[config.mk]
export PLATFORM = sky130hd
export DESIGN_NAME = brfo_queue
export DESIGN_NICKNAME = d
export VERILOG_FILES = /design/src/sv/brfo_queue.sv
export SDC_FILE = /design/constraint.sdc
export NUM_CORES = 1
export LEC_CHECK = 0
export ABC_AREA = 1
export BUFFER_PORTS_ARGS = -buffer_cell sky130_fd_sc_hd__buf_2
export CORE_ASPECT_RATIO = 0.6
export CORE_MARGIN = 4
export CORE_UTILIZATION = 35
export DETAILED_ROUTE_END_ITERATION = 10
export PLACE_DENSITY = 0.52
export SYNTH_ARGS = -nofsm -noshare
export SYNTH_HDL_FRONTEND = slang
export SYNTH_SLANG_ARGS = --single-unit
[constraint.sdc]
create_clock -name clk -period 3.3 [get_ports clk]
set_input_delay 0.66 -clock clk [delete_from_list [all_inputs] [get_ports clk]]
set_output_delay 0.66 -clock clk [all_outputs]
set_load 0.02 [all_outputs]
[src/sv/brfo_queue.sv]
// Small first-in first-out queue of flip-flops with a level output.
// No dependencies; used for the command queue and the result queue.
module brfo_queue #(
  parameter int WIDTH   = 8,
  parameter int DEPTH_Q = 4
) (
  input  logic                         clk,
  input  logic                         rst_n,
  input  logic                         wr_en,
  input  logic [WIDTH-1:0]             wr_data,
  input  logic                         rd_en,
  output logic [WIDTH-1:0]             rd_data,
  output logic                         full,
  output logic                         empty,
  output logic [$clog2(DEPTH_Q+1)-1:0] level
);

  localparam int PTR_W = (DEPTH_Q > 1) ? $clog2(DEPTH_Q) : 1;
  localparam int LVL_W = $clog2(DEPTH_Q+1);

  logic [WIDTH-1:0] slot_r [DEPTH_Q];
  logic [PTR_W-1:0] rd_ptr_r, rd_ptr_nxt;
  logic [PTR_W-1:0] wr_ptr_r, wr_ptr_nxt;
  logic [LVL_W-1:0] level_r, level_nxt;
  logic             do_wr, do_rd;

  assign full    = (level_r == LVL_W'(DEPTH_Q));
  assign empty   = (level_r == '0);
  assign level   = level_r;
  assign rd_data = slot_r[rd_ptr_r];
  assign do_wr   = wr_en && !full;
  assign do_rd   = rd_en && !empty;

  always_comb begin
    rd_ptr_nxt = rd_ptr_r;
    wr_ptr_nxt = wr_ptr_r;
    level_nxt  = level_r;
    if (do_rd) begin
      rd_ptr_nxt = (rd_ptr_r == PTR_W'(DEPTH_Q-1)) ? '0 : rd_ptr_r + PTR_W'(1);
    end
    if (do_wr) begin
      wr_ptr_nxt = (wr_ptr_r == PTR_W'(DEPTH_Q-1)) ? '0 : wr_ptr_r + PTR_W'(1);
    end
    if (do_wr && !do_rd) begin
      level_nxt = level_r + LVL_W'(1);
    end else if (do_rd && !do_wr) begin
      level_nxt = level_r - LVL_W'(1);
    end
  end

  always_ff @(posedge clk) begin
    if (!rst_n) begin
      rd_ptr_r <= '0;
      wr_ptr_r <= '0;
      level_r  <= '0;
    end else begin
      rd_ptr_r <= rd_ptr_nxt;
      wr_ptr_r <= wr_ptr_nxt;
      level_r  <= level_nxt;
    end
  end

  always_ff @(posedge clk) begin
    if (do_wr) begin
      slot_r[wr_ptr_r] <= wr_data;
    end
  end

endmodule

== Word level (Yosys, flattened, before mapping) ==
Memory sizes are Yosys's and may differ from the RTL's. A register that Yosys moved wholly into a read port is not among the register bits.
Index checks and enable logic that the tools add are counted.
Operators by class
  equal/unequal tests: 3
  $lt $le $gt $ge: 0
  bitwise logic cells: 0
  reductions and logical operators: 10
  add/sub/neg operators: 4
  shifts and indexed selects: 0
  multipliers: 0
  mux-type cells: 8
  div/mod/pow operators: 0
Operators by type and width (number)
  2-bit two-way mux: 4
  3-bit two-way mux: 2
  2-bit by 1-bit adder with 2-bit output, second input constant: 2
  2-bit == test, second input constant: 2
  1-bit logical AND: 4
  1-bit zero test: 4
  3-bit by 1-bit adder with 3-bit output, second input constant: 1
  3-bit == test, second input constant: 1
  3-bit zero test: 1
  3-bit by 1-bit subtractor with 3-bit output, second input constant: 1
  1-bit two-way mux: 2
  2-bit nonzero test: 1
Word-level totals
  input bits: 12
  ROM bits: 0
  memory bits (writable): 32
  register bits: 7
  output and inout port bits: 13
  memories kept: 1
  logic and storage cells: 29
  latch bits: 0
Memories
  slot_r: depth 4, width 8, rd ports 1, clocked after Yosys merged registers in 1, wr ports 1, RTL line 21  | logic [WIDTH-1:0] slot_r [DEPTH_Q];

== Longest topological paths before layout ==
  depth in word-level cells: 7
  gate-level depth with buffers: 13
  gate-level depth less buffers: 13

== Worst setup path before layout ==
No wires, ideal clock.
  path kind: register -> register
  start: register level_r[1], in the netlist level[1]
  end: register level_r[2], in the netlist level[2]
  required time: 3.190 ns
  buffers on the path: 0
  clock period less this slack: 1.818 ns
  arrival time: 1.709 ns
  path slack: 1.482 ns
  setup time: 0.110 ns
  stages on the path, launching flop included: 14
  cell sequence: dfxtp_1 -> nor2_1 -> nand2_1 -> nand2_2 -> inv_1 -> ha_1 -> inv_1 -> fa_1 -> inv_1 -> nand2_1 -> nand3_1 -> nand2_1 -> inv_1 -> nor2_1
On the way
  longest elaborated chain between the ends: 6
  elaborated cells between the ends (all ways): 15
  classes of those cells: add/sub: 2; eq/ne: 1; mux: 2; reduce/logical: 10
Ends and longest elaborated chain
  start, declared: RTL line 24  | logic [LVL_W-1:0] level_r, level_nxt;
  start signal, assigned: RTL line 59  | level_r <= level_nxt;
  3-bit == test (*): RTL line 27  | assign full = (level_r == LVL_W'(DEPTH_Q));
  1-bit zero test (*): RTL line 31  | assign do_wr = wr_en && !full;
  1-bit logical AND (*): RTL line 31
  named net do_wr: RTL line 25  | logic do_wr, do_rd;
  1-bit zero test: RTL line 46  | end else if (do_rd && !do_wr) begin
  1-bit logical AND: RTL line 46
  2-bit nonzero test (no line)
The timed path passes the listed nets; every way through them passes the cells marked *. The select of a mux whose other input is x is not followed.
A chain may end at the register's enable or synchronous reset.

==> run summary <==
Counting flops and latches in the post-synthesis netlist gives 41. The number of routed nets with antenna violations came out at 0. The highest metal layer carrying signal wires in the routed design is met4.

For this run, the detailed router's first-pass iteration total came to 4. In this run the number of H-tree levels came out at 2. TritonCTS built the clock tree. The period utilization is 0.723. Leaving out fill and tap cells, the most frequent cells in the layout are sky130_fd_sc_hd__nor2_1 (33), sky130_fd_sc_hd__edfxtp_1 (32), sky130_fd_sc_hd__buf_2 (24). The number of maximum-capacitance violations is 0. After detailed routing, the met3 layer carries 168 um of wire.

The largest vdd supply drop is 0.248 mV. The total count of max-transition violations in the final report is 0. Routability-driven placement finished with a final weighted congestion of 0.769.

At the later pin of the worst-skew pair, clock insertion delay measures 0.28 ns. After technology mapping, the gate count stands at 148. The power density normalized to cell area is 846 nW/um^2. The number of antenna violations at the first check in global routing came to 0. The mapped netlist covers 1690 sq um.

The final net count is 196. The count of inserted antenna diode cells is 0. In this run the horizontal extent of the chip is 97.8 um. After the first detailed-routing iteration, the DRC count stood at 36. After detailed routing, the number of remaining DRC violations is 0. The count of distinct cell types in the synthesized netlist is 18. The number of port buffers is 24. The synthesized netlist net count is 167. The area added between synthesis and finish is 17.3%. Across the whole layout, storage elements account for 1140 sq um. The detailed-route wire length on metal 1 is 1.73 mm. In the final routed layout, each cell accounts on average for 14.1 um.

Setup repair after global routing left no endpoint under its margin. The maximum number of pins on one net before global-route repair came out at 18. The count of hold-fix buffers inserted at cts is 0. The library cell used most frequently in the layout, excluding fill and tap cells, is sky130_fd_sc_hd__nor2_1. For this run, the number of Yosys warnings is 0. After legalization and detailed placement, the total HPWL measured 2.37 mm. Row generation in the floorplan step produced 19 rows. The total area of multi-input combinational cells came out at 458 sq um. The setup violation total in the final timing report is 0. The number of global-route vias before repair came to 1099. In this run, placement finished with an instance count of 233.

By startpoint and endpoint, the worst setup path is classified as flop to output port. The actual slew at the worst max-slew pin is 0.915 ns. Subtracting the final worst setup slack from the clock period gives 2.39 ns. Setup total negative slack on the finished layout was measured at 0 ns. The destination of the worst register-to-register timing path is level[1]$_SDFFE_PN0P_. The detailed router placed 1112 vias in this run. The relative slew slack came out at 0.388.

The final layout contains routed wiring with a total length of 3.40 mm. STA classifies the critical path startpoint as a flop. The worst-case hold slack came out at 0.537 ns. The count of cells in the finished layout, fillers not included, comes to 241.

The post-CTS resize count is 0. The clock-pin slew on the worst setup and hold paths came out at 0.08 ns. The post-layout utilization of the core is 0.431. The detailed-routed wire length on met2 is 1.45 mm. The number of cell instances on the worst register-to-register path is 9. The power after layout is 1.68 mW.

The run finished with clean final reports. The first global-routing pass estimated 5.34 mm of wire. Measured along the y axis, the die boundary spans 61.9 um. Data arrives at the worst endpoint at 1.73 ns.

The share of the Yosys chip area taken by registers is 0.674. For this configuration, the core starts out at a cell density of 0.367. The total die area is 6050 sq um. The worst setup path is captured at an output port. The core outline area is 4610 sq um. The critical path required time came out at 2.64 ns. The total overflow reported by the global router came out at 0. The setup check on the worst reg-to-reg path leaves a slack of 1.38 ns. The clock root buffer is sky130_fd_sc_hd__clkbuf_8. The number of clock sinks is 41.

In this run the critical register-to-register path is launched from level[1]$_SDFFE_PN0P_. The count of boundary I/O pins came out at 25. The achievable frequency came out at 0.419 GHz. The number of setup buffers added after CTS is 0. The class of the tightest hold or removal check is flop to flop. The overall track demand over capacity in global routing came out at 0.117.

Counting along the longest clock path gives a buffer depth of 2. The number of buffers created by CTS is 5. The per-instance average area after synthesis is 11.4 sq um. The ratio of routed vias to standard cells came out at 4.61.

The filler cells instantiated in the layout total 429. Of the cells placed in the final design, the portion with a size suffix greater than 1 is 0.202. The reported leakage power came out at 0.805 nW. The number of hold violations in the final report is 0. On the final layout, the worst clock skew is 0.00476 ns. The worst setup path endpoint is rd_data[2]. In this run the worst path has a maximum fanout of 17.
critical path, stage by stage (launching register included):
cell and delay [ns]:
sky130_fd_sc_hd__dfxtp_1 0.68, sky130_fd_sc_hd__inv_2 0.27, sky130_fd_sc_hd__o21ai_0 0.23, sky130_fd_sc_hd__o22ai_1 0.09, sky130_fd_sc_hd__buf_2 0.16
cell type report:
type / count / area share
clock buffer: 7 / 0.0435
clock inverter: 1 / 0.0151
inverter: 19 / 0.0359
multi-input combinational: 86 / 0.231
sequential: 41 / 0.575
tap: 63 / 0.0397
timing repair buffer: 24 / 0.0605
worst min path at each step:
stage,start,cells past startpoint,endpoint
4_1_cts,level[0]$_SDFFE_PN0P_,2,level[0]$_SDFFE_PN0P_
3_5_place_dp,level[0]$_SDFFE_PN0P_,2,level[0]$_SDFFE_PN0P_
3_3_place_gp,level[0]$_SDFFE_PN0P_,2,level[0]$_SDFFE_PN0P_
5_1_grt,wr_data[2],1,slot_r[1][2]$_DFFE_PP_
2_1_floorplan,rd_ptr_r[1]$_SDFFE_PN0P_,4,flop
6_report,level[0]$_SDFFE_PN0P_,2,level[0]$_SDFFE_PN0P_
power by group:
part	switching [mW]	total (mW)	internal, mW	leakage, nW
registers	0.0712	0.714	0.643	0.368
logic	0.378	0.561	0.183	0.379
clock network	0.157	0.404	0.247	0.0585
synth_stat cells:
cell | instances | area share
sky130_fd_sc_hd__a21oi_1 | 2 | 0.0059
sky130_fd_sc_hd__buf_6 | 2 | 0.013
sky130_fd_sc_hd__dfxtp_1 | 9 | 0.11
sky130_fd_sc_hd__edfxtp_1 | 32 | 0.57
sky130_fd_sc_hd__fa_1 | 1 | 0.012
sky130_fd_sc_hd__ha_1 | 6 | 0.044
sky130_fd_sc_hd__inv_1 | 18 | 0.040
sky130_fd_sc_hd__inv_2 | 1 | 0.0022
sky130_fd_sc_hd__nand2_1 | 14 | 0.031
sky130_fd_sc_hd__nand2_2 | 1 | 0.0037
sky130_fd_sc_hd__nand3_1 | 1 | 0.0030
sky130_fd_sc_hd__nand3b_1 | 1 | 0.0044
sky130_fd_sc_hd__nand4_1 | 1 | 0.0037
sky130_fd_sc_hd__nor2_1 | 33 | 0.073
sky130_fd_sc_hd__o21ai_0 | 14 | 0.041
sky130_fd_sc_hd__o21ai_1 | 1 | 0.0030
sky130_fd_sc_hd__o21ai_2 | 3 | 0.016
sky130_fd_sc_hd__o22ai_1 | 8 | 0.030
per-stage QoR:
step                      instance area, sq um  setup WS, ns
after floorplan                           1690          1.48
after global placement                    1870          1.28
after detailed placement                  1870          1.22
after CTS                                 1990         0.902
after global routing                      1990         0.758
final                                     1990         0.914
registers in the layout (all words and copies together), names as in the netlist, named ones only:
| register | flops |
|---|---|
| level | 3 |
| rd_ptr_r | 2 |
| slot_r | 32 |
| wr_ptr_r | 2 |
cells by family after synthesis:
family,count (synthesis),synth area share
buf+inv,21,0.0554
compound gates,28,0.0953
flops,41,0.674
simple gates,51,0.119
fa+ha+maj,7,0.0562
routing by layer:
layer  GRT usage  vias up
met5           0        -
met4      0.0335        0
met3      0.0491        6
met2       0.186       27
met1       0.152      521
li1            -      558
Note: power is estimated with default switching activity, not from simulation.
