==> src/sv/brfo_pkg.sv <==
// Shared types and constants of the circular byte buffer.
// No dependencies; imported by the front end, the back end and the top level.
package brfo_pkg;

  localparam int BRFO_DEPTH     = 4096;
  localparam int BRFO_MAX_READ  = 64;
  localparam int BRFO_MAX_WRITE = 8;

  localparam int CMDQ_DEPTH = 2;
  localparam int OUTQ_DEPTH = 4;

  localparam int CAP_W   = 13;
  localparam int FILL_W  = 13;
  localparam int CAP_MIN = 8;
  localparam logic [CAP_W-1:0] CAP_RESET = 13'd4096;

  localparam logic [1:0] OP_WRITE = 2'd0;
  localparam logic [1:0] OP_READ  = 2'd1;
  localparam logic [1:0] OP_FLUSH = 2'd2;

  localparam int FLAG_OVERWRITE = 0;
  localparam int FLAG_NEWEST    = 1;
  localparam int FLAG_PEEK      = 2;

  typedef struct packed {
    logic [1:0]  opcode;
    logic [63:0] write_data;
    logic [6:0]  byte_count;
    logic [2:0]  mode_flags;
  } brfo_in_t;

  typedef struct packed {
    logic              status;
    logic [7:0]        data_byte;
    logic              has_data;
    logic              last_of_run;
    logic [FILL_W-1:0] fill_level;
  } brfo_out_t;

  typedef enum logic [1:0] {
    CMD_RESULT,
    CMD_WRITE,
    CMD_READ
  } brfo_cmd_kind_t;

  // One classified word handed from the front end to the back end.
  typedef struct packed {
    brfo_cmd_kind_t    kind;
    logic [6:0]        n;
    logic [63:0]       data;
    logic              status;
    logic [FILL_W-1:0] fill;
  } brfo_cmd_t;

  typedef enum logic {
    BK_IDLE,
    BK_RUN
  } brfo_bk_state_t;

endpackage

==> src/sv/brfo_front.sv <==
// Front end of the circular byte buffer: takes items, keeps the ring pointers
// and classifies each item into one command word. Depends on brfo_pkg.
module brfo_front import brfo_pkg::*; #(
  parameter int DEPTH     = BRFO_DEPTH,
  parameter int MAX_READ  = BRFO_MAX_READ,
  parameter int MAX_WRITE = BRFO_MAX_WRITE
) (
  input  logic                     clk,
  input  logic                     rst_n,
  input  logic                     push,
  input  brfo_in_t                 in_data,
  input  logic                     cmdq_full,
  input  logic                     cfg_wr_en,
  input  logic [CAP_W-1:0]         cfg_wr_data,
  output logic                     cmd_push,
  output brfo_cmd_t                cmd,
  output logic [$clog2(DEPTH)-1:0] cmd_addr,
  output logic [$clog2(DEPTH):0]   cap
);

  localparam int IDX_W = $clog2(DEPTH);
  localparam int CNT_W = IDX_W + 1;

  logic [CAP_W-1:0] cap_raw_r;
  logic [IDX_W-1:0] oldest_r, oldest_nxt;
  logic [CNT_W-1:0] count_r, count_nxt;

  logic [6:0]       wr_cnt7;
  logic [CNT_W-1:0] wr_cnt, room, excess, old_ow, old_w, cnt_w, tail;
  logic             wr_fits, wr_refused;
  logic [CNT_W-1:0] rd_cnt, start_new, start, old_rd;
  logic             rd_refused;
  logic             accept;

  // Values here stay below twice the capacity, so one subtract wraps them.
  function automatic logic [CNT_W-1:0] wrap(input logic [CNT_W-1:0] x,
                                            input logic [CNT_W-1:0] c);
    wrap = (x >= c) ? x - c : x;
  endfunction

  always_comb begin
    if (cap_raw_r < CAP_W'(CAP_MIN)) begin
      cap = CNT_W'(CAP_MIN);
    end else if (32'(cap_raw_r) > DEPTH) begin
      cap = CNT_W'(DEPTH);
    end else begin
      cap = CNT_W'(cap_raw_r);
    end
  end

  assign accept   = push && !cmdq_full;
  assign cmd_push = accept;

  // Write path: make room by dropping the oldest bytes when overwrite is on.
  assign wr_cnt7    = (32'(in_data.byte_count) > MAX_WRITE) ? 7'(MAX_WRITE)
                                                            : in_data.byte_count;
  assign wr_cnt     = CNT_W'(wr_cnt7);
  assign room       = cap - count_r;
  assign wr_fits    = (wr_cnt <= room);
  assign excess     = wr_cnt - room;
  assign old_ow     = wrap(CNT_W'(oldest_r) + excess, cap);
  assign old_w      = wr_fits ? CNT_W'(oldest_r) : old_ow;
  assign cnt_w      = wr_fits ? count_r : count_r - excess;
  assign tail       = wrap(old_w + cnt_w, cap);
  assign wr_refused = !wr_fits && !in_data.mode_flags[FLAG_OVERWRITE];

  // Read path: the count is only used in arithmetic once it fits the fill level.
  assign rd_refused = (32'(in_data.byte_count) > MAX_READ) ||
                      (32'(in_data.byte_count) > 32'(count_r));
  assign rd_cnt     = CNT_W'(in_data.byte_count);
  assign start_new  = wrap(CNT_W'(oldest_r) + (count_r - rd_cnt), cap);
  assign start      = in_data.mode_flags[FLAG_NEWEST] ? start_new : CNT_W'(oldest_r);
  assign old_rd     = wrap(start + rd_cnt, cap);

  always_comb begin
    oldest_nxt = oldest_r;
    count_nxt  = count_r;
    cmd_addr   = '0;
    cmd.kind   = CMD_RESULT;
    cmd.n      = '0;
    cmd.data   = in_data.write_data;
    cmd.status = 1'b0;
    case (in_data.opcode)
      OP_WRITE: begin
        if (wr_refused) begin
          cmd.status = 1'b1;
        end else if (wr_cnt7 != '0) begin
          oldest_nxt = old_w[IDX_W-1:0];
          count_nxt  = cnt_w + wr_cnt;
          cmd.kind   = CMD_WRITE;
          cmd.n      = wr_cnt7;
          cmd_addr   = tail[IDX_W-1:0];
        end
      end
      OP_READ: begin
        if (rd_refused) begin
          cmd.status = 1'b1;
        end else if (in_data.byte_count != '0) begin
          cmd.kind = CMD_READ;
          cmd.n    = in_data.byte_count;
          cmd_addr = start[IDX_W-1:0];
          if (!in_data.mode_flags[FLAG_PEEK]) begin
            count_nxt = count_r - rd_cnt;
            if (!in_data.mode_flags[FLAG_NEWEST]) begin
              oldest_nxt = old_rd[IDX_W-1:0];
            end
          end
        end
      end
      OP_FLUSH: begin
        count_nxt = '0;
      end
      default: begin
        cmd.status = 1'b1;
      end
    endcase
    cmd.fill = FILL_W'(count_nxt);
  end

  always_ff @(posedge clk) begin
    if (!rst_n) begin
      cap_raw_r <= CAP_RESET;
      oldest_r  <= '0;
      count_r   <= '0;
    end else if (cfg_wr_en) begin
      cap_raw_r <= cfg_wr_data;
      oldest_r  <= '0;
      count_r   <= '0;
    end else if (accept) begin
      oldest_r <= oldest_nxt;
      count_r  <= count_nxt;
    end
  end

endmodule

==> config.mk <==
export PLATFORM = sky130hd
export DESIGN_NAME = brfo_front
export DESIGN_NICKNAME = d
export VERILOG_FILES = /design/src/sv/brfo_pkg.sv /design/src/sv/brfo_front.sv
export SDC_FILE = /design/constraint.sdc
export NUM_CORES = 1
export LEC_CHECK = 0
export BUFFER_PORTS_ARGS = -buffer_cell sky130_fd_sc_hd__buf_2
export CELL_PAD_IN_SITES_DETAIL_PLACEMENT = 1
export CELL_PAD_IN_SITES_GLOBAL_PLACEMENT = 1
export CORE_UTILIZATION = 45
export CTS_CLUSTER_SIZE = 10
export DETAILED_ROUTE_END_ITERATION = 16
export PLACE_DENSITY = 0.87
export SLEW_MARGIN = 25
export SYNTH_ARGS = -nofsm -noshare
export SYNTH_HDL_FRONTEND = slang
export SYNTH_SLANG_ARGS = --single-unit
==> constraint.sdc <==
create_clock -name clk -period 30.2 [get_ports clk]
set_input_delay 0 -clock clk [delete_from_list [all_inputs] [get_ports clk]]
set_output_delay 0 -clock clk [all_outputs]
set_load 0.05 [all_outputs]
### Yosys cells after proc, flatten, opt, wreduce, memory -nomap -nowiden

Cells that the tools add are included.

* register bits: 38
* bits of input ports: 94
* output and inout bits: 113
* logic and storage cells: 83

* add/sub/neg operators: 13
* order comparisons: 10
* equal/unequal tests: 8
* muxes and demuxes: 36
* bitwise logic cells: 1
* reduce and logical (&&, ||, !) cells: 12

Operators by type and width (number)
* $mux W13: 12
* $mux W12: 12
* $ge A13 B13 Y1: 4
* $sub A13 B13 Y13: 4
* $pmux W12 S2: 2
* $pmux W13 S3: 1
* $add A12 B13 Y13: 2
* $add A13 B7 Y13: 2
* $sub A12 B12 Y12: 2
* $mux W9: 2
* $pmux W9 S2: 1
* $mux W8: 2
* $reduce_bool A7 Y1: 2
* $add A13 B13 Y13: 1
* $gt A13 B13 Y1 const B: 1
* $gt A7 B13 Y1: 1
* $le A7 B13 Y1: 1
* $lt A13 B4 Y1 const B: 1
* $sub A13 B7 Y13: 1
* $sub A7 B13 Y13: 1
* $ne A2 B2 Y1 const B: 6
* $reduce_and A8 Y1: 1
* $gt A7 B4 Y1 const B: 1
* $gt A7 B7 Y1 const B: 1
* other kinds (12): 16

### Depth between registers and ports, before layout

Gate-level depths: netlist of run 1.

* depth in word-level cells: 15
* gate-level depth with buffers: 55
* depth with buffers taken out: 52

### Least setup slack after synthesis of run 1

OpenSTA, ideal clock, no wires.

* path type: reg-to-output
* from: register cap_raw_r[4]
* to: output cmd_addr[10]
* arrival: 10.875 ns
* data required time: 30.200 ns
* path slack: 19.325 ns
* stages on the path, launching flop included: 56
* path buffers: 3
* path through: dfxtp_1 nor4_1 nand2_1 nor2_1 nand2_1 nand2_1 nand2_1 inv_1 ha_1 buf_2 and2_1 a31oi_1 and3_1 xor2_1 ha_1 o21ai_0 nand2b_1 o21a_1 (+20 left out) fa_1 nor2b_1 o21ai_0 a21boi_0 o21ai_0 nor2b_1 xnor2_1 ha_1 nor2_1 nor2_1 o211ai_1 or2_2 a31oi_1 o31ai_1 nand2b_1 buf_1 mux2i_1 o21ai_0

* word-level cells in the longest chain between the ends: 15
* elaborated cells between the ends (all ways): 29
* classes of those cells: add/sub: 8; order compare: 6; mux: 13; reduce/logical: 2

RTL lines
* start: declaration: line brfo_front.sv:24 `logic [CAP_W-1:0] cap_raw_r;`
* start signal: assignment: line brfo_front.sv:126 `cap_raw_r <= cfg_wr_data;`
* $gt A13 B13 Y1: line brfo_front.sv:44 `end else if (32'(cap_raw_r) > DEPTH) begin`
* $mux W13: line brfo_front.sv:44
* $mux W13 *: line brfo_front.sv:42 `if (cap_raw_r < CAP_W'(CAP_MIN)) begin`
* net cap[4]: line brfo_front.sv:18 `output logic [$clog2(DEPTH):0] cap`
* $sub A13 B13 Y13: line brfo_front.sv:58 `assign room = cap - count_r;`
* $sub A7 B13 Y13: line brfo_front.sv:60 `assign excess = wr_cnt - room;`
* $add A12 B13 Y13: line brfo_front.sv:61 `assign old_ow = wrap(CNT_W'(oldest_r) + excess, cap);`
* $sub A13 B13 Y13 or $ge A13 B13 Y1 (tied branches): line brfo_front.sv:38 `wrap = (x >= c) ? x - c : x;`
* $mux W13: line brfo_front.sv:38
* $mux W13: line brfo_front.sv:62 `assign old_w = wr_fits ? CNT_W'(oldest_r) : old_ow;`
* $add A13 B13 Y13: line brfo_front.sv:64 `assign tail = wrap(old_w + cnt_w, cap);`
* $sub A12 B12 Y12 or $ge A13 B13 Y1 (tied branches): line brfo_front.sv:38
* $mux W12: line brfo_front.sv:38
* $mux W12: line brfo_front.sv:87 `end else if (wr_cnt7 != '0) begin`
* $mux W12: line brfo_front.sv:85 `if (wr_refused) begin`
* $pmux W12 S2 *: line brfo_front.sv:83 `case (in_data.opcode)`
* end: declaration: line brfo_front.sv:17 `output logic [$clog2(DEPTH)-1:0] cmd_addr,`

Mark *: on every way through the listed nets, which the timed path passes. The rest lies on a longest branch.

### Worst setup path in the final report of run 1

* from: register cap_raw_r[8]
* to: output cmd_addr[1]

* word-level cells in the longest chain between the ends: 15
* elaborated cells between the ends (all ways): 29
* classes of those cells: add/sub: 8; order compare: 6; mux: 13; reduce/logical: 2

RTL lines (line)
* $gt A13 B13 Y1: brfo_front.sv:44
* $mux W13: brfo_front.sv:44
* $mux W13 *: brfo_front.sv:42
* $sub A13 B13 Y13: brfo_front.sv:58
* $sub A7 B13 Y13: brfo_front.sv:60
* $add A12 B13 Y13: brfo_front.sv:61
* $sub A13 B13 Y13 or $ge A13 B13 Y1 (tied branches): brfo_front.sv:38
* $mux W13: brfo_front.sv:38
* $mux W13: brfo_front.sv:62
* $add A13 B13 Y13: brfo_front.sv:64
* $sub A12 B12 Y12 or $ge A13 B13 Y1 (tied branches): brfo_front.sv:38
* $mux W12: brfo_front.sv:38
* $mux W12: brfo_front.sv:87
* $mux W12: brfo_front.sv:85
* $pmux W12 S2 *: brfo_front.sv:83

Mark *: on every way between the ends. The rest lies on a longest branch, timed or not.

==> results of run 1 <==
==> per-stage QoR <==
step,cells,worst slack [ns],total power (µW),hold slack (ns)
2_1_floorplan,1485,19.32,456,0.126
3_3_place_gp,1781,19.38,530,0.000341
3_5_place_dp,1781,18.73,548,0.000341
4_1_cts,1800,18.34,625,0.000341
5_1_grt,1800,17.36,681,0.0000718
6_report,1800,18.12,635,-0.0154
==> registers in the layout (all words and copies together) (netlist names) <==
name       cells
cap_raw_r     13
count_r       13
oldest_r      12
==> where the power goes <==
| part | switching (µW) | total, µW | internal (µW) |
|---|---|---|---|
| registers | 2.75 | 54.5 | 51.8 |
| logic | 312 | 508 | 196 |
| clock network | 25.1 | 72.7 | 47.6 |
==> layer usage <==
| layer | track usage | vias to the layer above | share of wire |
|---|---|---|---|
| li1 | - | 5292 | - |
| met1 | 0.428 | 5549 | 0.42 |
| met2 | 0.584 | 489 | 0.45 |
| met3 | 0.0515 | 140 | 0.071 |
| met4 | 0.193 | 0 | 0.059 |
| met5 | 0 | - | 0 |
==> final timing paths <==
kind | start | end | slack, ns | cells after the start
worst max-delay path | cap_raw_r[8] | cmd_addr[1] | 18.12 | 49
worst min-delay path | cfg_wr_data[6] | cap_raw_r[6] | -0.02 | 3
worst max register to register | count_r[0] | oldest_r[1] | 19.12 | 42
worst min register to register | cap_raw_r[0] | cap_raw_r[0] | 0.55 | 2
==> worst reg2reg max path, delay by kind of cell, from the launching register on <==
family          cells  cell delay (ns)
fa+ha+maj           6             2.02
simple gates        9             2.39
compound gates     20             4.58
mux                 1             0.46
xor+xnor            3             0.87
flops               1             0.36
buf+inv             3             0.31
==> layout make-up <==
cell class              count  area, µm²  share of cell area
clock inverters             3       68.8             0.00621
repair buffers             95        546              0.0492
multi-input cells        1224       8730               0.788
clock buffers               5        125              0.0113
inverters                 122        458              0.0413
flip-flops and latches     38        761              0.0686
well taps                 313        392              0.0353
==> layout by cell type (no fill, tap or decap), drive strengths merged, types with 6 or more instances in the layout <==
cell type | Yosys | routed
a211oi | 16 | 16
a21boi | 8 | 8
a21o | 36 | 36
a21oi | 102 | 102
a31oi | 20 | 20
and2 | 11 | 11
and3 | 13 | 13
buf | 78 | 84
clkinv | 5 | 6
conb | 1 | 6
dfxtp | 38 | 38
dlygate4sd3 | 0 | 11
fa | 13 | 13
ha | 141 | 141
inv | 117 | 117
mux2 | 9 | 9
mux2i | 37 | 37
nand2 | 126 | 126
nand2b | 21 | 21
nand3 | 35 | 35
nand3b | 6 | 6
nand4 | 16 | 16
nor2 | 107 | 107
nor2b | 38 | 38
nor3 | 56 | 56
nor4 | 13 | 13
o2111ai | 7 | 7
o211ai | 18 | 18
o21a | 33 | 33
o21ai | 90 | 90
o21bai | 11 | 11
o22ai | 9 | 9
o31a | 6 | 6
o31ai | 18 | 18
or2 | 13 | 13
or3 | 14 | 14
xnor2 | 71 | 71
xor2 | 37 | 37
==> cells by family after synthesis <==
family / count (synthesis) / share of synthesized area
xor+xnor: 108 / 0.0894
mux: 46 / 0.0446
buf+inv: 223 / 0.105
compound gates: 428 / 0.272
simple gates: 482 / 0.226
other cells: 1 / 0.000354
fa+ha+maj: 154 / 0.191
flops: 38 / 0.0719
==> what timing repair did <==
| item | 4_1_cts | 5_1_grt |
|---|---|---|
| buffers inserted | 0 | 0 |
| hold endpoints to repair | 11 | 0 |
| hold buffers | 11 | 0 |
==> impl_results.md, run 1 <==
* Status: finished with violations
* Failing checks: negative hold slack
* # DRC at 0
* Leakage at 0.00523 µW
* Standard-cell rows at 55
* Buffers and inverters on the worst path at 3
* Peak supply drop at 30.3 µV
* # clock sinks at 38
* Cell count after synthesis at 1480
* Fmax at 0.0828 GHz
* RSZ-0062 raised after global routing: false
* TritonCTS buffer count at 5
* Vias at 11470
* Most instantiated cells after synthesis: ha_1 (141), nand2_1 (126), inv_1 (116)
* Detail Route Antenna Nets at 0
* Post-layout util at 0.485
* Initial antenna violation count at 0
* Ys flop type: dfxtp_1
* Tcrit/Tclk final at 0.400
* EDFF count, synth at 0
* TritonCTS clock tree: yes
* YS warnings at 0
* Least-Margin Pin Slew at 0.907 ns
* Cell family with most CP delay: compound AO/OA/AOI/OAI gates
* Post-synth top area cell: ha_1
* Ant. Diodes at 0
* Synthesis-stage register bit count at 38
* Clk_skew at 0.00990 ns
* Port bufs at 78
* Fillcell total at 3030
* Final Instance Area at 0.0111 mm²
* Relative slew slack at 0.395
* Pin count of the biggest net entering global routing at 34
* Routed WL at 42.3 mm
* Synth top area share at 0.167
* Synth async-reset ratio at 0
* Chip height at 155 µm
* Cell variety after synth at 84
* I/O pin count at 207
* Area grow syn2layout at 4.72%
* Layout cells sized above 1 at 0.0888
* Crit path time final at 12.08 ns
* Final Max Tran Viols at 0
* Most frequent cell after synthesis: ha_1
* Via density at 6.37
* Setup TNS at 0 ns
* Die area at 0.0241 mm²
* H-tree depth at 2
* Dpl cell area at 0.0108 mm²
* Worst setup SP type: register
* HPWL reported at the end of detailed placement at 34.3 mm
* Worst Path Arrival at 12.08 ns
* Mapped cell area at 0.0106 mm²
* Crit path kind: register to output pin
* WL/cell at 23.5 µm
* Root buffer cell: clkbuf_16
* Final nets at 1734
* Resized Gates After CTS at 0
* Worst setup EP type: output pin
* Crit path max fanout at 23
* Sequential element share of the synthesized area at 0.0719
* Clock transition at the registers of the reported paths at 0.06 ns
* Initial Utilization at 0.463
* Global Route Usage Sum at 0.349
* Final Hold Slack at -0.0154 ns
* PwrDens at 57.3 mW/mm²
* Most common cell on crit path: o21ai_0
* Vias in the first global route at 11489
* DRT iter0 DRCs at 891
* Total gr overflow at 0
* Gpl congestion at 0.995
* Ranking of synthesized cells by area: ha_1 (17%), dfxtp_1 (7.2%), xnor2_1 (5.9%), buf_4 (4.7%), a21oi_1 (4.6%)
* Core area at 0.0228 mm²
* TritonRoute pass-1 iters at 5
* Worst-Skew Late Latency at 0.30 ns
* Crit-path max cell delay at 0.54 ns
* Final Hold Viols at 2
* Hold Crit Class: input pin to register
* Die width at 155 µm
* Setup-failing EPs final at 0
* Synth Area per Inst at 7.15 µm²
* Worst EP required at 30.20 ns
* Clk buf depth at 2
* Max_cap viols at 0
* First-pass GRT wire length at 64.8 mm
* Crit-path slowest cell: nand2b_1
Power figures use the tool's default switching activity.
==> run 2: changes to the inputs <==
- CORE_UTILIZATION: 45 -> 42
- PLACE_DENSITY: 0.87 -> 0.82
- clock period: 30.2 -> 12.1 ns (I/O delays scaled with it)
==> impl_results.md, run 2 (synthesis results as in run 1) <==
* Status: finished with violations
* Failing checks: negative hold slack
* Worst EP required at 12.25 ns
* Vias in the first global route at 11563
* TritonCTS buffer count at 5
* Chip height at 161 µm
* Post-layout util at 0.452
* I/O pin count at 207
* Comb pwr share at 0.813
* Crit-path max cell delay at 0.64 ns
* Switching power total at 862 µW
* WL/cell at 23.6 µm
* Worst setup SP type: register
* Fmax at 0.0878 GHz
* Crit path kind: register to register
* Final Instance Area at 0.0111 mm²
* Clk buf depth at 2
* GR Layer Usage met2 at 0.524
* Worst-Skew Late Latency at 0.30 ns
* Pint at 725 µW
* TritonRoute pass-1 iters at 5
* Sw Ratio at 0.543
* Hold Crit Class: input pin to register
* HPWL reported at the end of detailed placement at 34.7 mm
* Core area at 0.0245 mm²
* Area grow syn2layout at 4.88%
* Ant. Diodes at 0
* TritonCTS clock tree: yes
* H-tree depth at 2
* First-pass GRT wire length at 65.2 mm
* Global Route Usage Sum at 0.324
* # DRC at 0
* Clock power share at 0.101
* Initial antenna violation count at 1
* Port bufs at 78
* Top Registers: cap_raw_r (13), count_r (13), oldest_r (12)
* Die area at 0.0258 mm²
* Crit path max fanout at 19
* Top Usage Layer GRT: met2
* Worst setup EP type: register
* DRT iter0 DRCs at 903
* Via density at 6.30
* Leakage at 0.00524 µW
* Seq pwr share at 0.086
* Clock transition at the registers of the reported paths at 0.07 ns
* Max_cap viols at 0
* Crit path time final at 11.39 ns
* Routed WL at 42.7 mm
* Clk_skew at 0.00882 ns
* Dpl cell area at 0.0108 mm²
* PwrDens at 143 mW/mm²
* Gpl congestion at 0.972
* Final Hold Viols at 2
* Total gr overflow at 0
* Final nets at 1735
* Root buffer cell: clkbuf_16
* # clock sinks at 38
* Final Max Tran Viols at 0
* Standard-cell rows at 57
* Pin count of the biggest net entering global routing at 25
* Least-Margin Pin Slew at 0.890 ns
* Tcrit/Tclk final at 0.941
* Most common cell after layout, fill and taps aside: ha_1
* Layout cells sized above 1 at 0.0948
* GR Util met1 at 0.421
* Grt met3 use at 0.0266
* Die width at 161 µm
* Setup-failing EPs final at 0
* Final Hold Slack at -0.000439 ns
* Relative slew slack at 0.404
* Most common cell on crit path: a21oi_1
* Detail Route Antenna Nets at 0
* Most frequent cells in the layout: ha_1 (141), nand2_1 (124), inv_1 (116), nor2_1 (107), a21oi_1 (98)
* Crit-path slowest cell: nand3_1
* Setup TNS at 0 ns
* Worst Path Arrival at 11.53 ns
* Initial Utilization at 0.431
* Vias at 11422
* Peak supply drop at 88.3 µV
[run 2: changes by cell type in the layout (fill, tap and decap cells not counted), sizes merged]
| cell | previous run | this run |
|---|---|---|
| clkinv | 6 | 5 |
| bufinv | 2 | 1 |
| buf | 84 | 89 |
| clkinvlp | 0 | 2 |
| dlygate4sd3 | 11 | 7 |
[run 2: power groups by stage]
stage               combinational (µW)  clock (µW)  sequential, µW
floorplan                         1000           0             135
global placement                  1200           0             138
detailed placement                1240           0             139
CTS                               1250         161             136
global route                      1400         166             136
finish                            1290         160             136
[run 2: critical path: cells and delay by family (launching register included)]
family,cells,cell delay [ns]
compound gates,19,4.10
xor+xnor,3,0.91
fa+ha+maj,6,2.01
buf+inv,3,0.30
flops,1,0.36
mux,2,0.98
simple gates,10,2.56
[run 2: routing by layer]
metal / wire length (µm) / up-vias
met5: 0 / -
met4: 2630 / 0
met3: 2740 / 102
met2: 19000 / 467
met1: 18300 / 5548
li1: - / 5305
[run 2: stage by stage]
step           total power [µW]  instances  setup WS (ns)
2_1_floorplan              1140       1485           1.22
5_1_grt                    1700       1812        -0.0758
3_5_place_dp               1380       1793          0.643
6_report                   1590       1812          0.713
4_1_cts                    1550       1808          0.302
3_3_place_gp               1340       1793           1.21
[run 2: worst paths after layout]
check,start,end,slack (ns),cells after the start
worst max-delay path,count_r[0],oldest_r[6],0.71,43
worst min-delay path,cfg_wr_data[9],cap_raw_r[9],-0.0004,3
worst max register to register,count_r[0],oldest_r[6],0.71,43
worst min register to register,cap_raw_r[10],cap_raw_r[10],0.55,2
[run 2: final cells by class]
class / instances / area, µm²
flip-flops and latches: 38 / 761
multi-input cells: 1224 / 8750
well taps: 324 / 405
repair buffers: 96 / 556
clock inverters: 3 / 45.0
inverters: 122 / 458
clock buffers: 5 / 125
fillers: 3252 / 13400
[run 2: timing repair]
action	CTS	global route
hold buffers	7	0
setup endpoints to repair	0	12
endpoints found under the hold margin	7	0
setup buffers	0	4
resized for setup	0	6
==> run 3: changes to the inputs <==
- PLACE_DENSITY: 0.82 -> unset
- PLACE_DENSITY_LB_ADDON: unset -> 0.12
- SKIP_CTS_REPAIR_TIMING: unset -> 1
==> impl_results.md, run 3 (synthesis results as in run 1) <==
* Least-Margin Pin Slew at 0.941 ns
* Final Max Tran Viols at 0
* Area grow syn2layout at 4.86%
* Ant. Diodes at 0
* Final Hold Viols at 8
* Max_cap viols at 0
* Buffers and inverters on the worst path at 5
* Crit path kind: register to output pin
* H-tree depth at 2
* # clock sinks at 38
* Final Instance Area at 0.0111 mm²
* Sw Ratio at 0.544
* Clock transition at the registers of the reported paths at 0.06 ns
* TritonCTS buffer count at 5
* Vias at 11194
* Peak supply drop at 71.8 µV
* Die area at 0.0258 mm²
* Most frequent cells in the layout: ha_1 (141), nand2_1 (125), inv_1 (116), nor2_1 (107), a21oi_1 (98)
* Final Hold Slack at -0.0366 ns
* Seq pwr share at 0.085
* Worst setup EP type: output pin
* I/O pin count at 207
* Core area at 0.0245 mm²
* Worst EP required at 12.10 ns
* HPWL reported at the end of detailed placement at 36.0 mm
* Worst Path Arrival at 11.26 ns
* Crit path max fanout at 11
* Fmax at 0.0888 GHz
* Top Registers: cap_raw_r (13), count_r (13), oldest_r (12)
* Status: finished with violations
* Dpl cell area at 0.0108 mm²
* Pint at 727 µW
* Power, Total at 1590 µW
* Most common cell after layout, fill and taps aside: ha_1
* WL/cell at 24.0 µm
* Placed Cells at 1796
* Setup TNS at 0 ns
* Relative slew slack at 0.366
* Routed WL at 43.5 mm
* Initial antenna violation count at 0
* Crit-path max cell delay at 0.38 ns
* Non-Filler Instances at 1812
* TritonRoute pass-1 iters at 5
* Port bufs at 78
* Gpl congestion at 0.997
* First-pass GRT wire length at 64.9 mm
* Pin count of the biggest net entering global routing at 34
* Clk buf depth at 2
* Clk_skew at 0.00543 ns
* Worst-Skew Late Latency at 0.30 ns
* Worst setup SP type: register
* Detail Route Antenna Nets at 0
* Leakage at 0.00523 µW
* Die width at 161 µm
* Layout cells sized above 1 at 0.0968
* Tcrit/Tclk final at 0.930
* Global Route Usage Sum at 0.331
* Crit-path slowest cell: mux2_2
* Vias in the first global route at 11039
* R2R setup slack at 1.33 ns
* Crit path time final at 11.26 ns
* Setup-failing EPs final at 0
* Most common cell on crit path: ha_1
* Root buffer cell: clkbuf_16
* Standard-cell rows at 57
* PwrDens at 144 mW/mm²
* Clock power share at 0.102
* Chip height at 161 µm
* DRT iter0 DRCs at 720
* Hold Crit Class: input pin to register
* Final nets at 1735
* # DRC at 0
* Switching power total at 867 µW
* Initial Utilization at 0.431
* Via density at 6.18
* Cell family with most CP delay: compound AO/OA/AOI/OAI gates
* Fillcell total at 3231
* Failing checks: negative hold slack
* Comb pwr share at 0.812
* TritonCTS clock tree: yes
* Total gr overflow at 0
## run 3: per-layer routing
| layer | global-route usage | vias to the layer above | part of all wire |
|---|---|---|---|
| met5 | 0 | - | 0 |
| met4 | 0.149 | 0 | 0.046 |
| met3 | 0.0351 | 90 | 0.063 |
| met2 | 0.533 | 388 | 0.44 |
| met1 | 0.444 | 5413 | 0.45 |
| li1 | - | 5303 | - |
## run 3: layout make-up
class | count | area, µm² | share of cell area
sequential | 38 | 761 | 0.0685
multi-input combinational | 1224 | 8770 | 0.790
clock inverter | 3 | 45.0 | 0.00406
inverter | 122 | 458 | 0.0413
tap | 324 | 405 | 0.0365
timing repair buffer | 96 | 538 | 0.0485
clock buffer | 5 | 125 | 0.0113
## run 3: final timing paths
check            endpoint      startpoint  depth (start not counted)
max           cmd_addr[1]    cap_raw_r[8]                         50
min          cap_raw_r[2]  cfg_wr_data[2]                          3
max reg2reg   oldest_r[9]      count_r[0]                         42
min reg2reg  cap_raw_r[9]    cap_raw_r[9]                          2
## run 3: power by group through the flow
stage	clock network [µW]	logic, µW	registers [µW]
floorplan	0	1000	135
global placement	0	1230	139
detailed placement	0	1250	139
CTS	163	1260	136
global route	167	1410	137
finish	163	1290	136
## run 3: worst reg2reg max path, delay by kind of cell (launching register included)
family	cells	cell delay (ns)
AO/OA/AOI/OAI	18	4.43
XOR/XNOR	3	0.84
adder cells (fa/ha/maj)	6	2.02
buffers and inverters	4	0.54
flip-flops	1	0.37
multiplexers	1	0.43
AND/OR/NAND/NOR	10	1.97
## run 3: per-stage QoR
step            util  worst slack [ns]
2_1_floorplan      -              1.22
5_1_grt        0.452           -0.0115
3_3_place_gp   0.441              1.32
4_1_cts        0.448             0.575
3_5_place_dp   0.441             0.912
6_report       0.452             0.844
